$ cat src/sv/sfs_pkg.sv
// Shared types, widths and codes for the sprite frame sequencer.
// No dependencies; used by every other file of the block but assert_macros.svh.
`timescale 1ns / 1ps

package sfs_pkg;

	// Field and datapath widths
	localparam int OP_W        = 3;
	localparam int DUR_W       = 16;
	localparam int TIDX_W      = 4;
	localparam int FIDX_W      = 4;
	localparam int ADV_W       = 7;
	localparam int FC_W        = 5;
	localparam int SPEED_W     = 16;
	localparam int ACC_W       = 40;
	localparam int FRAC_W      = 8;
	localparam int PADDR_W     = 4;
	localparam int PDATA_W     = 32;

	// Most frame advances done by one tick
	localparam int MAX_ADVANCE = 64;
	localparam logic [ADV_W-1:0] ADV_CAP = ADV_W'(MAX_ADVANCE);

	// Item opcodes
	localparam logic [OP_W-1:0] OP_TICK   = 3'd0;
	localparam logic [OP_W-1:0] OP_START  = 3'd1;
	localparam logic [OP_W-1:0] OP_RESUME = 3'd2;
	localparam logic [OP_W-1:0] OP_STOP   = 3'd3;
	localparam logic [OP_W-1:0] OP_PAUSE  = 3'd4;
	localparam logic [OP_W-1:0] OP_WRDUR  = 3'd5;

	// Register indexes (byte address / 4)
	localparam logic [1:0] REG_FRAME_COUNT    = 2'd0;
	localparam logic [1:0] REG_LOOP_ENABLE    = 2'd1;
	localparam logic [1:0] REG_DEFAULT_PERIOD = 2'd2;
	localparam logic [1:0] REG_PLAYBACK_SPEED = 2'd3;

	// Register reset values
	localparam logic [FC_W-1:0]    FRAME_COUNT_RST = 5'd1;
	localparam logic [SPEED_W-1:0] SPEED_RST       = 16'd256;

	// Shared add/subtract unit request and answer
	typedef struct packed {
		logic             sub;
		logic [ACC_W-1:0] a;
		logic [ACC_W-1:0] b;
	} alu_req_t;

	typedef struct packed {
		logic [ACC_W-1:0] value;
		logic             carry;   // carry out on add, borrow on subtract
	} alu_rsp_t;

endpackage

$ cat src/sv/sfs_if.sv
// Valid/ready channel interfaces: command items in, status items out.
// Depends on sfs_pkg for field widths.
`timescale 1ns / 1ps

interface sfs_cmd_if;
	logic                        valid;
	logic                        ready;
	logic [sfs_pkg::OP_W-1:0]    op;
	logic [sfs_pkg::DUR_W-1:0]   time_delta;
	logic [sfs_pkg::TIDX_W-1:0]  table_index;
	logic [sfs_pkg::DUR_W-1:0]   duration_value;

	modport source (output valid, op, time_delta, table_index, duration_value, input ready);
	modport sink   (input valid, op, time_delta, table_index, duration_value, output ready);
endinterface

interface sfs_rsp_if;
	logic                        valid;
	logic                        ready;
	logic [sfs_pkg::FIDX_W-1:0]  frame_index;
	logic                        is_playing;
	logic [sfs_pkg::ADV_W-1:0]   frames_advanced;
	logic                        finished;

	modport source (output valid, frame_index, is_playing, frames_advanced, finished,
		input ready);
	modport sink   (input valid, frame_index, is_playing, frames_advanced, finished,
		output ready);
endinterface

$ cat src/sv/sfs_alu.sv
// Shared 40-bit add/subtract unit for the accumulator.
// Depends on sfs_pkg for the request and answer structs.
`timescale 1ns / 1ps

module sfs_alu (
	input  sfs_pkg::alu_req_t req,
	output sfs_pkg::alu_rsp_t rsp
);
	import sfs_pkg::*;

	logic [ACC_W:0] sum;

	// One extra bit gives carry on add and borrow on subtract
	always_comb begin
		if (req.sub) begin
			sum = {1'b0, req.a} - {1'b0, req.b};
		end else begin
			sum = {1'b0, req.a} + {1'b0, req.b};
		end
		rsp.value = sum[ACC_W-1:0];
		rsp.carry = sum[ACC_W];
	end

endmodule

$ cat src/sv/sfs_dur_table.sv
// Per-frame duration memory with valid bits and registered read.
// Depends on sfs_pkg for the duration width.
`timescale 1ns / 1ps

module sfs_dur_table #(
	parameter int DEPTH = 16,
	parameter int AW    = 4
) (
	input  logic                      clk,
	input  logic                      arst_n,
	input  logic                      wr_en,
	input  logic [AW-1:0]             wr_addr,
	input  logic [sfs_pkg::DUR_W-1:0] wr_data,
	input  logic [AW-1:0]             rd_addr,
	output logic [sfs_pkg::DUR_W-1:0] rd_data
);
	import sfs_pkg::*;

	logic [DUR_W-1:0] mem [DEPTH];
	logic [DEPTH-1:0] vld_q;
	logic [DUR_W-1:0] rd_data_q;

	// Entry valid bits: reset makes every entry read as zero
	always_ff @(posedge clk or negedge arst_n) begin
		if (!arst_n) begin
			vld_q <= '0;
		end else if (wr_en) begin
			vld_q[wr_addr] <= 1'b1;
		end
	end

	// Storage write
	always_ff @(posedge clk) begin
		if (wr_en) begin
			mem[wr_addr] <= wr_data;
		end
	end

	// Registered read; unwritten entries give zero
	always_ff @(posedge clk) begin
		rd_data_q <= vld_q[rd_addr] ? mem[rd_addr] : '0;
	end

	assign rd_data = rd_data_q;

endmodule

$ cat src/sv/sprite_frame_sequencer.sv
// Top level of the sprite frame sequencer: sequencer, registers, APB port.
// Depends on sfs_pkg, sfs_if, sfs_alu and sfs_dur_table.
//
// Usage:
//  cmd carries one item per valid/ready handshake: tick, start, resume,
//  stop, pause or duration write. rsp returns exactly one status item per
//  command: frame index, playing flag, frames advanced and finished flag.
//  Registers frame_count, loop_enable, default_period and playback_speed
//  are written over the APB port at byte addresses 0, 4, 8 and 12, and the
//  user must write them only while no command is in flight: the block does
//  not enforce it. One item at a time: cmd.ready is low from acceptance
//  until the status item is taken. A non-tick item or an idle tick goes
//  from S_EXEC straight to S_OUT, where rsp.valid is high. A live tick
//  multiplies in S_EXEC, does one saturating add in S_ADD, then takes off
//  one frame duration in S_CHECK per frame advance (at most 64) and ends
//  with a final compare, or leaves S_CHECK on an advance that ends a one-shot
//  clip. The next item can be accepted in the cycle after rsp is taken.
//  A stalled rsp simply holds its item and keeps cmd blocked.
//  Reset clears playback state, the duration table and the registers to
//  their defaults at once; the block is ready in the first cycle after.
`timescale 1ns / 1ps

module sprite_frame_sequencer #(
	parameter int MAX_FRAMES = 16
) (
	input  logic                        clk,
	input  logic                        arst_n,
	sfs_cmd_if.sink                     cmd,
	sfs_rsp_if.source                   rsp,
	input  logic                        psel,
	input  logic                        penable,
	input  logic                        pwrite,
	input  logic [sfs_pkg::PADDR_W-1:0] paddr,
	input  logic [sfs_pkg::PDATA_W-1:0] pwdata,
	output logic [sfs_pkg::PDATA_W-1:0] prdata,
	output logic                        pready
);
	import sfs_pkg::*;

	// Frames a clip can reach are bounded by the table and the 5-bit count
	localparam int CLIP_MAX = (MAX_FRAMES < 31) ? MAX_FRAMES : 31;
	localparam int CFW      = (CLIP_MAX > 1) ? $clog2(CLIP_MAX) : 1;
	localparam int TIW      = (MAX_FRAMES > 1) ? $clog2(MAX_FRAMES) : 1;
	localparam logic [FC_W-1:0] CLIP_MAX_C = FC_W'(CLIP_MAX);
	localparam logic [8:0]      DEPTH_C    = 9'(MAX_FRAMES);

	// Sequencer states
	localparam logic [2:0] S_IDLE  = 3'd0;
	localparam logic [2:0] S_EXEC  = 3'd1;
	localparam logic [2:0] S_ADD   = 3'd2;
	localparam logic [2:0] S_CHECK = 3'd3;
	localparam logic [2:0] S_OUT   = 3'd4;

	logic [2:0]             state_q, state_d;
	logic [FC_W-1:0]        frame_count_q;
	logic                   loop_q;
	logic [DUR_W-1:0]       default_q;
	logic [SPEED_W-1:0]     speed_q;
	logic [CFW-1:0]         cur_q, cur_d;
	logic [ACC_W-1:0]       acc_q, acc_d;
	logic                   running_q, running_d;
	logic                   loaded_q, loaded_d;
	logic [ADV_W-1:0]       adv_q, adv_d;
	logic                   done_q, done_d;
	logic [OP_W-1:0]        op_q;
	logic [DUR_W-1:0]       delta_q;
	logic [TIDX_W-1:0]      tidx_q;
	logic [DUR_W-1:0]       dval_q;
	logic [2*DUR_W-1:0]     prod_q;

	logic [FC_W-1:0]        eff_count;
	logic [FC_W-1:0]        cur_ext;
	logic                   in_range;
	logic                   next_ok;
	logic                   tick_live;
	logic                   idx_ok;
	logic [DUR_W-1:0]       tbl_rd;
	logic [DUR_W-1:0]       dur;
	logic                   tbl_we;
	logic                   cfg_we;
	logic [1:0]             cfg_idx;
	logic                   accept;
	alu_req_t               alu_req;
	alu_rsp_t               alu_rsp;

	// Handshakes
	assign accept    = cmd.valid & cmd.ready;
	assign cmd.ready = (state_q == S_IDLE);
	assign rsp.valid = (state_q == S_OUT);
	assign rsp.frame_index     = FIDX_W'(cur_q);
	assign rsp.is_playing      = running_q;
	assign rsp.frames_advanced = adv_q;
	assign rsp.finished        = done_q;

	// Clip bounds and current duration
	assign eff_count = (frame_count_q > CLIP_MAX_C) ? CLIP_MAX_C : frame_count_q;
	assign cur_ext   = FC_W'(cur_q);
	assign in_range  = cur_ext < eff_count;
	assign next_ok   = (cur_ext + FC_W'(1)) < eff_count;
	assign tick_live = running_q & loaded_q & (eff_count != '0) & (speed_q != '0);
	assign idx_ok    = 9'(tidx_q) < DEPTH_C;
	assign dur       = !in_range ? '0 : ((tbl_rd != '0) ? tbl_rd : default_q);

	// Shared unit: add the scaled delta, or take off one frame duration
	assign alu_req.sub = (state_q == S_CHECK);
	assign alu_req.a   = acc_q;
	assign alu_req.b   = alu_req.sub ? {{(ACC_W-DUR_W-FRAC_W){1'b0}}, dur, {FRAC_W{1'b0}}}
	                                 : {{(ACC_W-2*DUR_W){1'b0}}, prod_q};

	sfs_alu u_alu (
		.req (alu_req),
		.rsp (alu_rsp)
	);

	// Read address follows the next frame so its data is ready in the following cycle
	sfs_dur_table #(
		.DEPTH (MAX_FRAMES),
		.AW    (TIW)
	) u_table (
		.clk     (clk),
		.arst_n  (arst_n),
		.wr_en   (tbl_we),
		.wr_addr (TIW'(tidx_q)),
		.wr_data (dval_q),
		.rd_addr (TIW'(cur_d)),
		.rd_data (tbl_rd)
	);

	// Sequencer next state
	always_comb begin
		state_d   = state_q;
		cur_d     = cur_q;
		acc_d     = acc_q;
		running_d = running_q;
		loaded_d  = loaded_q;
		adv_d     = adv_q;
		done_d    = done_q;
		tbl_we    = 1'b0;
		unique case (state_q)
			S_IDLE: begin
				if (cmd.valid) begin
					adv_d   = '0;
					done_d  = 1'b0;
					state_d = S_EXEC;
				end
			end
			S_EXEC: begin
				state_d = S_OUT;
				case (op_q)
					OP_TICK: begin
						if (tick_live) begin
							state_d = S_ADD;
						end
					end
					OP_START: begin
						if (eff_count != '0) begin
							loaded_d  = 1'b1;
							cur_d     = '0;
							acc_d     = '0;
							running_d = 1'b1;
						end
					end
					OP_RESUME: running_d = loaded_q;
					OP_STOP: begin
						cur_d     = '0;
						acc_d     = '0;
						running_d = 1'b0;
					end
					OP_PAUSE: running_d = 1'b0;
					OP_WRDUR: tbl_we = idx_ok;
					default: ;
				endcase
			end
			S_ADD: begin
				// saturate on overflow of the accumulator
				acc_d   = alu_rsp.carry ? '1 : alu_rsp.value;
				state_d = S_CHECK;
			end
			S_CHECK: begin
				if (adv_q == ADV_CAP || !running_q || dur == '0 || alu_rsp.carry) begin
					state_d = S_OUT;
				end else begin
					acc_d = alu_rsp.value;
					adv_d = adv_q + ADV_W'(1);
					if (next_ok) begin
						cur_d = CFW'(cur_ext + FC_W'(1));
					end else if (loop_q) begin
						cur_d = '0;
					end else begin
						// end of a one-shot clip
						acc_d     = '0;
						running_d = 1'b0;
						done_d    = 1'b1;
						state_d   = S_OUT;
					end
				end
			end
			S_OUT: begin
				if (rsp.ready) begin
					state_d = S_IDLE;
				end
			end
			default: state_d = S_IDLE;
		endcase
	end

	// Sequencer and playback state
	always_ff @(posedge clk or negedge arst_n) begin
		if (!arst_n) begin
			state_q   <= S_IDLE;
			cur_q     <= '0;
			acc_q     <= '0;
			running_q <= 1'b0;
			loaded_q  <= 1'b0;
			adv_q     <= '0;
			done_q    <= 1'b0;
		end else begin
			state_q   <= state_d;
			cur_q     <= cur_d;
			acc_q     <= acc_d;
			running_q <= running_d;
			loaded_q  <= loaded_d;
			adv_q     <= adv_d;
			done_q    <= done_d;
		end
	end

	// Item capture and speed product
	always_ff @(posedge clk) begin
		if (accept) begin
			op_q    <= cmd.op;
			delta_q <= cmd.time_delta;
			tidx_q  <= cmd.table_index;
			dval_q  <= cmd.duration_value;
		end
		if (state_q == S_EXEC) begin
			prod_q <= delta_q * speed_q;
		end
	end

	// Configuration registers
	assign pready  = 1'b1;
	assign cfg_idx = paddr[PADDR_W-1:2];
	assign cfg_we  = psel & penable & pwrite & pready;

	always_ff @(posedge clk or negedge arst_n) begin
		if (!arst_n) begin
			frame_count_q <= FRAME_COUNT_RST;
			loop_q        <= 1'b0;
			default_q     <= '0;
			speed_q       <= SPEED_RST;
		end else if (cfg_we) begin
			unique case (cfg_idx)
				REG_FRAME_COUNT:    frame_count_q <= pwdata[FC_W-1:0];
				REG_LOOP_ENABLE:    loop_q        <= pwdata[0];
				REG_DEFAULT_PERIOD: default_q     <= pwdata[DUR_W-1:0];
				REG_PLAYBACK_SPEED: speed_q       <= pwdata[SPEED_W-1:0];
				default: ;
			endcase
		end
	end

	// Register read-back
	always_comb begin
		unique case (cfg_idx)
			REG_FRAME_COUNT:    prdata = PDATA_W'(frame_count_q);
			REG_LOOP_ENABLE:    prdata = PDATA_W'(loop_q);
			REG_DEFAULT_PERIOD: prdata = PDATA_W'(default_q);
			REG_PLAYBACK_SPEED: prdata = PDATA_W'(speed_q);
			default:            prdata = '0;
		endcase
	end

endmodule

$ cat src/flat_wrapper.sv
// flat-port wrapper written by rule: the top's interface ports become plain ports
module sprite_frame_sequencer_flat import sfs_pkg::*;
#(
	parameter int MAX_FRAMES = 16
)
  (clk, arst_n, psel, penable, pwrite, paddr, pwdata, prdata, pready, cmd_valid, cmd_op, cmd_time_delta, cmd_table_index, cmd_duration_value, cmd_ready, rsp_valid, rsp_frame_index, rsp_is_playing, rsp_frames_advanced, rsp_finished, rsp_ready);
  sfs_cmd_if cmd_i ();
  sfs_rsp_if rsp_i ();
  input  logic clk;
  input  logic arst_n;
  input  logic psel;
  input  logic penable;
  input  logic pwrite;
  input  logic [sfs_pkg::PADDR_W-1:0] paddr;
  input  logic [sfs_pkg::PDATA_W-1:0] pwdata;
  output logic [sfs_pkg::PDATA_W-1:0] prdata;
  output logic pready;
  input wire logic [$bits(cmd_i.valid)-1:0] cmd_valid;
  input wire logic [$bits(cmd_i.op)-1:0] cmd_op;
  input wire logic [$bits(cmd_i.time_delta)-1:0] cmd_time_delta;
  input wire logic [$bits(cmd_i.table_index)-1:0] cmd_table_index;
  input wire logic [$bits(cmd_i.duration_value)-1:0] cmd_duration_value;
  output wire logic [$bits(cmd_i.ready)-1:0] cmd_ready;
  output wire logic [$bits(rsp_i.valid)-1:0] rsp_valid;
  output wire logic [$bits(rsp_i.frame_index)-1:0] rsp_frame_index;
  output wire logic [$bits(rsp_i.is_playing)-1:0] rsp_is_playing;
  output wire logic [$bits(rsp_i.frames_advanced)-1:0] rsp_frames_advanced;
  output wire logic [$bits(rsp_i.finished)-1:0] rsp_finished;
  input wire logic [$bits(rsp_i.ready)-1:0] rsp_ready;
  assign cmd_i.valid = cmd_valid;
  assign cmd_i.op = cmd_op;
  assign cmd_i.time_delta = cmd_time_delta;
  assign cmd_i.table_index = cmd_table_index;
  assign cmd_i.duration_value = cmd_duration_value;
  assign cmd_ready = cmd_i.ready;
  assign rsp_valid = rsp_i.valid;
  assign rsp_frame_index = rsp_i.frame_index;
  assign rsp_is_playing = rsp_i.is_playing;
  assign rsp_frames_advanced = rsp_i.frames_advanced;
  assign rsp_finished = rsp_i.finished;
  assign rsp_i.ready = rsp_ready;
  sprite_frame_sequencer #(.MAX_FRAMES(MAX_FRAMES)) u_core (.clk(clk), .arst_n(arst_n), .cmd(cmd_i), .rsp(rsp_i), .psel(psel), .penable(penable), .pwrite(pwrite), .paddr(paddr), .pwdata(pwdata), .prdata(prdata), .pready(pready));
endmodule
$ cat config.mk
export PLATFORM = sky130hd
export DESIGN_NAME = sprite_frame_sequencer_flat
export DESIGN_NICKNAME = d
export VERILOG_FILES = /design/src/sv/sfs_pkg.sv /design/src/sv/sfs_if.sv /design/src/sv/sfs_alu.sv /design/src/sv/sfs_dur_table.sv /design/src/sv/sprite_frame_sequencer.sv /design/src/flat_wrapper.sv
export SDC_FILE = /design/constraint.sdc
export NUM_CORES = 1
export LEC_CHECK = 0
export BUFFER_PORTS_ARGS = -buffer_cell sky130_fd_sc_hd__buf_2
export CORE_MARGIN = 3
export CORE_UTILIZATION = 57
export DETAILED_ROUTE_END_ITERATION = 10
export PLACE_DENSITY = 0.78
export SETUP_SLACK_MARGIN = 0.2
export SLEW_MARGIN = 15
export SYNTH_ARGS = -nofsm -noshare
export SYNTH_HDL_FRONTEND = slang
export SYNTH_HIERARCHICAL = 1
export SYNTH_SLANG_ARGS = --single-unit
$ cat constraint.sdc
create_clock -name clk -period 6.87 [get_ports clk]
set_input_delay 1.0305 -clock clk [delete_from_list [all_inputs] [get_ports clk]]
set_output_delay 1.0305 -clock clk [all_outputs]
set_load 0.01 [all_outputs]
==> results_dict.tcl, run 1 <==
set metrics [dict create \
    outcome "complete, but fails checks" \
    failed_checks "negative setup slack" \
    wl_met1_um 28600 \
    cts_hold_buf 0 \
    postRouteAntennaNets 0 \
    ys_seq_area_share_pct 43.6 \
    die_x_um 234 \
    maxSlewViolCount 0 \
    route.met2.wl_um 39700 \
    synth.area.mux_share_pct 7.29 \
    period_share_pct 105 \
    dp_hpwl_um 53800 \
    hold_path_class "register to register" \
    async_flop_share_pct 24.4 \
    ys.flop_type "edfxtp_1" \
    cp.arrival_ns 7.72 \
    grt_max_degree 68 \
    num_vias 20800 \
    drc 0 \
    worst_path_max_delay_cell "dfrtp_1" \
    synthXorXnorAreaFrac_pct 3.28 \
    wirelength_um 77000 \
    synth-edff-count 327 \
    synth.most_common_cell "edfxtp_1" \
    fp-row-count 82 \
    grt_use_total_pct 28.5 \
    root_buffer "clkbuf_16" \
    cts_tree "built" \
    max_slew_margin_pct 17.1 \
    critical_path_required_ns 7.36 \
    num-fill-cells 3465 \
    grt_pass1_vias 22200 \
    syn2layout_area_growth_pct 17.8 \
    period_minus_slack_ns 7.23 \
    drv_cap 0 \
    path_common_cell "a21o_1" \
    finalWeightedCongestion 0.943 \
    timing.fmax_mhz 138 \
    syn_area_per_cell_um2 11.7 \
    die_y_um 234 \
    synth_top_family_by_area "adder cells" \
    wire_per_inst_um 21.8 \
    fin_worst_skew_ns 0.0243 \
    portBuffers 94 \
    hold_viol 0 \
    die_area_um2 54700 \
    crit_fanout 8 \
    cts_buffers 48 \
    setup_viol 16 \
    yosys-top-cells-area "edfxtp_1 (33%), fa_1 (13%), dfrtp_1 (9.2%)" \
    tightest_slew_ns 1.24 \
    endpoint_kind "register" \
    path_clk_slew_ns 0.06 \
    final_core_utilization_pct 68.8 \
    top_layer "met5" \
    dr.pass1.iters 8 \
    crit_type "register to register" \
    synth_seq_cells 454 \
    layout_setup_ws_ns -0.363 \
    finalNetCount 3248 \
    synth_compound_area_share_pct 8.59 \
    cts.sinks 454 \
    boundaryPins 130 \
    yosysTopAreaCellShare_pct 33.2 \
    met3_length_um 4970 \
    overflow 0 \
    grt_pass1_wl_um 120000 \
    clkLatencyLatePin_ns 0.60 \
    avgViaCountPerCell 5.90 \
    clockBufferDepth 3 \
    synth_common_cells "edfxtp_1 (327), inv_1 (255), nand2_1 (250), fa_1 (195), ha_1 (155)" \
    synth-simple-area-share_pct 11.9 \
    cpPeakStageDelay_ns 0.41 \
    multiInputGateArea_um2 15800 \
    drive_gt1_share_pct 24.7 \
    ys_warn_count 6 \
    rsz0062_at_grt "yes" \
    syn_inst 2520 \
    post_synth_num_cell_types 86 \
    initialDrtViolationCount 1685 \
    yosys.area.top_type "edfxtp_1" \
    start_kind "register" \
    synth_area_um2 29600 \
    yosys.area_share.adder_pct 19.7 \
    reg2reg_depth 36 \
    antenna_found_initial 3 \
    layout.area.seq_um2 12900 \
    worstHoldPathCells 1 \
    core-area_um2 50700 \
    h-tree-depth 2 \
    start_util_pct 58.4 \
]
-- worst max-delay path, delay by kind of cell (launching register included) --
kind	cells	cell delay (ns)
compound gates	13	2.00
xor+xnor	2	0.42
fa+ha+maj	2	0.55
buf+inv	7	0.96
flops	1	0.41
mux	2	0.73
simple gates	10	2.01
-- area by class of cell --
type | instances | area share [%]
inverter | 256 | 2.76
antenna | 2 | 0.0144
clock inverter | 34 | 1.32
tap | 672 | 2.41
timing repair buffer | 342 | 7.65
multi-input combinational | 1714 | 45.2
clock buffer | 54 | 3.54
sequential | 454 | 37.1
-- what timing repair did --
item,4_1_cts,5_1_grt
buffers inserted,20,23
gates cloned,5,2
hold endpoints to repair,0,0
gates resized for setup,72,34
pin swaps,48,10
setup endpoints to repair,58,69
-- layout by cell type, fill, tap and decap left out, drive strengths merged, types with 83 or more instances in the layout --
| cell | synthesis | final |
|---|---|---|
| edfxtp | 327 | 327 |
| buf | 44 | 341 |
| and2 | 147 | 147 |
| nor2 | 142 | 142 |
| xnor2 | 83 | 83 |
| a21oi | 129 | 129 |
| inv | 255 | 258 |
| nand2 | 250 | 250 |
| ha | 155 | 155 |
| fa | 195 | 195 |
| dfrtp | 109 | 109 |
-- kinds of logic after synthesis --
family | Yosys count
XOR/XNOR | 111
flip-flops | 454
AND/OR/NAND/NOR | 715
multiplexers | 124
other | 2
adder cells (fa/ha/maj) | 350
AO/OA/AOI/OAI | 373
buffers and inverters | 391
-- metrics by stage --
step | TNS [ns] | hold WS (ns) | std cells | cell area, um2 | worst slack [ns]
6_report | -4.93 | 0.454 | 3528 | 34900 | -0.363
5_1_grt | -8.57 | 0.479 | 3528 | 34900 | -0.589
3_3_place_gp | -5.40 | 0.441 | 3388 | 32200 | -0.416
2_1_floorplan | 0 | 0.429 | 2557 | 29900 | 0.0461
4_1_cts | -2.78 | 0.460 | 3501 | 34500 | -0.219
3_5_place_dp | -8.92 | 0.447 | 3388 | 32200 | -0.604
-- sequential cells by signal, indices dropped and copies added, names as in the netlist, 5 cells and up --
| register | flops |
|---|---|
| u_core/u_table/mem | 256 |
| u_core/acc_q | 40 |
| u_core/prod_q | 32 |
| u_core/default_q | 16 |
| u_core/delta_q | 16 |
| u_core/dval_q | 16 |
| u_core/speed_q | 16 |
| u_core/u_table/rd_data | 16 |
| u_core/u_table/vld_q | 16 |
| u_core/rsp.frames_advanced | 7 |
| u_core/frame_count_q | 5 |
-- worst paths after layout --
kind,start,endpoint,slack (ns)
worst min-delay path,u_core/loaded_q$_DFFE_PN0P_,u_core/loaded_q$_DFFE_PN0P_,0.45
worst max register to register,u_core/frame_count_q[4]$_DFFE_PN0P_,u_core/u_table/rd_data[8]$_SDFF_PN0_,-0.36
worst max-delay path,u_core/frame_count_q[4]$_DFFE_PN0P_,u_core/u_table/rd_data[8]$_SDFF_PN0_,-0.36
min in group asynchronous,arst_n,u_core/acc_q[0]$_DFFE_PN0P_,0.46
worst min register to register,u_core/loaded_q$_DFFE_PN0P_,u_core/loaded_q$_DFFE_PN0P_,0.45
max in group asynchronous,arst_n,u_core/speed_q[1]$_DFFE_PN0P_,4.94
-- routing by layer --
| layer | vias up | track usage (%) |
|---|---|---|
| met5 | - | 0 |
| met4 | 2 | 13.6 |
| met3 | 229 | 4.24 |
| met2 | 868 | 50.3 |
| met1 | 10400 | 34.5 |
| li1 | 9279 | - |
Power of run 1 is not shown: default switching activity piles up to over one toggle a cycle in this logic, so the estimate is an artifact.
==> inputs of run 2 (changes only) <==
ABC_AREA = 1   (was unset)
CORE_UTILIZATION = 58   (was 57)
==> results_dict.tcl, run 2 <==
set metrics [dict create \
    outcome "finished clean" \
    design_area_um2 37100 \
    die_y_um 247 \
    finalWeightedCongestion 0.945 \
    period_minus_slack_ns 6.28 \
    maxSlewViolCount 0 \
    grt_pass1_wl_um 139000 \
    tightest_slew_ns 1.06 \
    layout_common_cells "nand2_1 (1306), inv_1 (880), nand3_1 (350)" \
    postRouteAntennaNets 0 \
    diodes 0 \
    ys_seq_area_share_pct 38.2 \
    setup_tns_ns 0 \
    root_buffer "clkbuf_16" \
    num_vias 27800 \
    endpoint_kind "register" \
    grt_use_total_pct 29.0 \
    fp-row-count 87 \
    synth-edff-count 327 \
    yosysTopAreaCellShare_pct 29.0 \
    power.density_nw_per_um2 547 \
    start_kind "register" \
    wirelength_um 89100 \
    setup_viol 0 \
    timing.fmax_mhz 159 \
    max_flop_register "u_core/u_table/mem" \
    worst_path_max_delay_cell "dfrtp_1" \
    top_regs "u_core/u_table/mem (256), u_core/acc_q (40), u_core/prod_q (32)" \
    largest_reg_flops 256 \
    placed_area_um2 35000 \
    grt_max_degree 67 \
    max_slew_margin_pct 29.1 \
    crit_fanout 24 \
    critical_path_required_ns 7.36 \
    core-area_um2 57000 \
    layout_commonest_cell "nand2_1" \
    dp_hpwl_um 62300 \
    finalNetCount 4754 \
    drc 0 \
    leakage_nw 19.3 \
    clkLatencyLatePin_ns 0.62 \
    path_clk_slew_ns 0.07 \
    dp_cells 5008 \
    post_synth_num_cell_types 53 \
    path_common_cell "nand2_1" \
    period_share_pct 91.4 \
    drv_cap 0 \
    wire_per_inst_um 17.4 \
    syn_area_per_cell_um2 7.95 \
    final_core_utilization_pct 65.0 \
    clockBufferDepth 3 \
    antenna_found_initial 0 \
    cts_tree "built" \
    cts_buffers 49 \
    initialDrtViolationCount 2573 \
    overflow 0 \
    synth_seq_cells 454 \
    ys_warn_count 6 \
    syn_inst 4251 \
    portBuffers 94 \
    die_x_um 247 \
    drive_gt1_share_pct 8.58 \
    avgViaCountPerCell 5.43 \
    start_util_pct 59.3 \
    h-tree-depth 2 \
    synth_common_cells "nand2_1 (1318), inv_1 (883), nand3_1 (352), edfxtp_1 (327), nor2_1 (196)" \
    cts.sinks 454 \
    dr.pass1.iters 6 \
    cpPeakStageDelay_ns 0.37 \
    synth_area_um2 33800 \
    syn2layout_area_growth_pct 9.70 \
    crit_type "register to register" \
    cts_hold_buf 0 \
    final_cell_count_no_fill 5114 \
    boundaryPins 130 \
    die_area_um2 61200 \
    peakVddDrop_v 0.000889 \
    fin_worst_skew_ns 0.0309 \
    cp.arrival_ns 6.78 \
    yosys.area.top_type "edfxtp_1" \
    hold_path_class "input pin to async pin" \
    rsz0062_at_grt "yes" \
    async_flop_share_pct 24.4 \
    ys.flop_type "edfxtp_1" \
    hold_viol 0 \
    grt_pass1_vias 26200 \
    synth.most_common_cell "nand2_1" \
    num-fill-cells 4821 \
    yosys-top-cells-area "edfxtp_1 (29%), nand2_1 (15%), fa_1 (12%)" \
]
[run 2: cell count changes in the layout (fill, tap and decap cells not counted), sizes merged, moves of 34 or more]
| cell | before | now |
|---|---|---|
| nand2 | 250 | 1335 |
| inv | 258 | 898 |
| nand3 | 12 | 363 |
| buf | 341 | 163 |
| and2 | 147 | 1 |
| nor2 | 142 | 215 |
| mux4 | 69 | 0 |
| xnor2 | 83 | 28 |
| a21oi | 129 | 77 |
| mux2 | 44 | 0 |
| o21ai | 80 | 122 |
| nand4 | 23 | 57 |
[run 2: metal layers]
metal,GRT usage (%),share of wire (%),vias to the layer above
li1,-,-,13200
met1,41.8,42,13100
met2,45.6,45,1353
met3,4.45,10,145
met4,8.74,2.5,0
met5,0,0,-
[run 2: path summary, 6_finish.rpt]
check / start / to / slack [ns] / cells after the start
worst min register to register: u_core/u_table/vld_q[0]$_DFFE_PN0P_ / u_core/u_table/vld_q[0]$_DFFE_PN0P_ / 0.46 / 2
worst max-delay path: u_core/frame_count_q[2]$_DFFE_PN0P_ / u_core/u_table/rd_data[0]$_SDFF_PN0_ / 0.59 / 47
max in group asynchronous: arst_n / u_core/speed_q[11]$_DFFE_PN0P_ / 5.06 / 2
worst max register to register: u_core/frame_count_q[2]$_DFFE_PN0P_ / u_core/u_table/rd_data[0]$_SDFF_PN0_ / 0.59 / 47
worst min-delay path: arst_n / u_core/u_table/vld_q[2]$_DFFE_PN0P_ / 0.46 / 1
min in group clk: u_core/u_table/vld_q[0]$_DFFE_PN0P_ / u_core/u_table/vld_q[0]$_DFFE_PN0P_ / 0.46 / 2
[run 2: stage by stage]
stage	worst slack (ns)	total power, W	hold slack, ns
6_report	0.589	0.0203	0.460
3_5_place_dp	0.239	0.0173	0.446
3_3_place_gp	0.368	0.0170	0.438
5_1_grt	0.123	0.0221	0.485
4_1_cts	0.207	0.0200	0.460
2_1_floorplan	1.07	0.0139	0.427
[run 2: power by group]
| part | leakage [nW] | switching, W | internal [W] |
|---|---|---|---|
| sequential | 4.58 | 0.000463 | 0.00384 |
| combinational | 13.9 | 0.00850 | 0.00481 |
| clock | 0.775 | 0.00115 | 0.00149 |
[run 2: final cells by class]
| type | count | area, um2 | share of cell area, % |
|---|---|---|---|
| multi-input combinational | 2752 | 17000 | 45.8 |
| sequential | 454 | 12900 | 34.8 |
| inverter | 896 | 3390 | 9.14 |
| clock buffer | 57 | 1270 | 3.41 |
| timing repair buffer | 167 | 1220 | 3.30 |
| tap | 756 | 946 | 2.55 |
| clock inverter | 30 | 348 | 0.938 |
| timing repair inverter | 2 | 16.3 | 0.0439 |
[run 2: what timing repair did]
| action | CTS | global route |
|---|---|---|
| setup endpoints to repair | 12 | 16 |
| buffers inserted | 0 | 13 |
| pin swaps | 0 | 8 |
| resized for setup | 2 | 60 |
| gates cloned | 1 | 5 |
[run 2: worst max-delay path: cells and delay by family (launching register included)]
family,cells,cell delay (ns)
DFF,1,0.37
buffers and inverters,8,1.13
and+or+nand+nor,31,3.33
AOI/OAI and AO/OA,5,0.51
xor gates and xnor gates,1,0.17
adders and majority gates,2,0.61
[run 2: cells by family (layout without fill, tap and decap cells)]
group / Yosys count / in the layout / synth area share, %
AOI/OAI and AO/OA: 263 / 263 / 4.40
buffers and inverters: 1085 / 1152 / 12.9
other: 2 / 42 / 0.0222
adders and majority gates: 350 / 350 / 17.3
and+or+nand+nor: 2008 / 2008 / 24.9
DFF: 454 / 454 / 38.2
xor gates and xnor gates: 88 / 88 / 2.28
muxes: 1 / 1 / 0.0296
(Power assumes the default switching activity.)
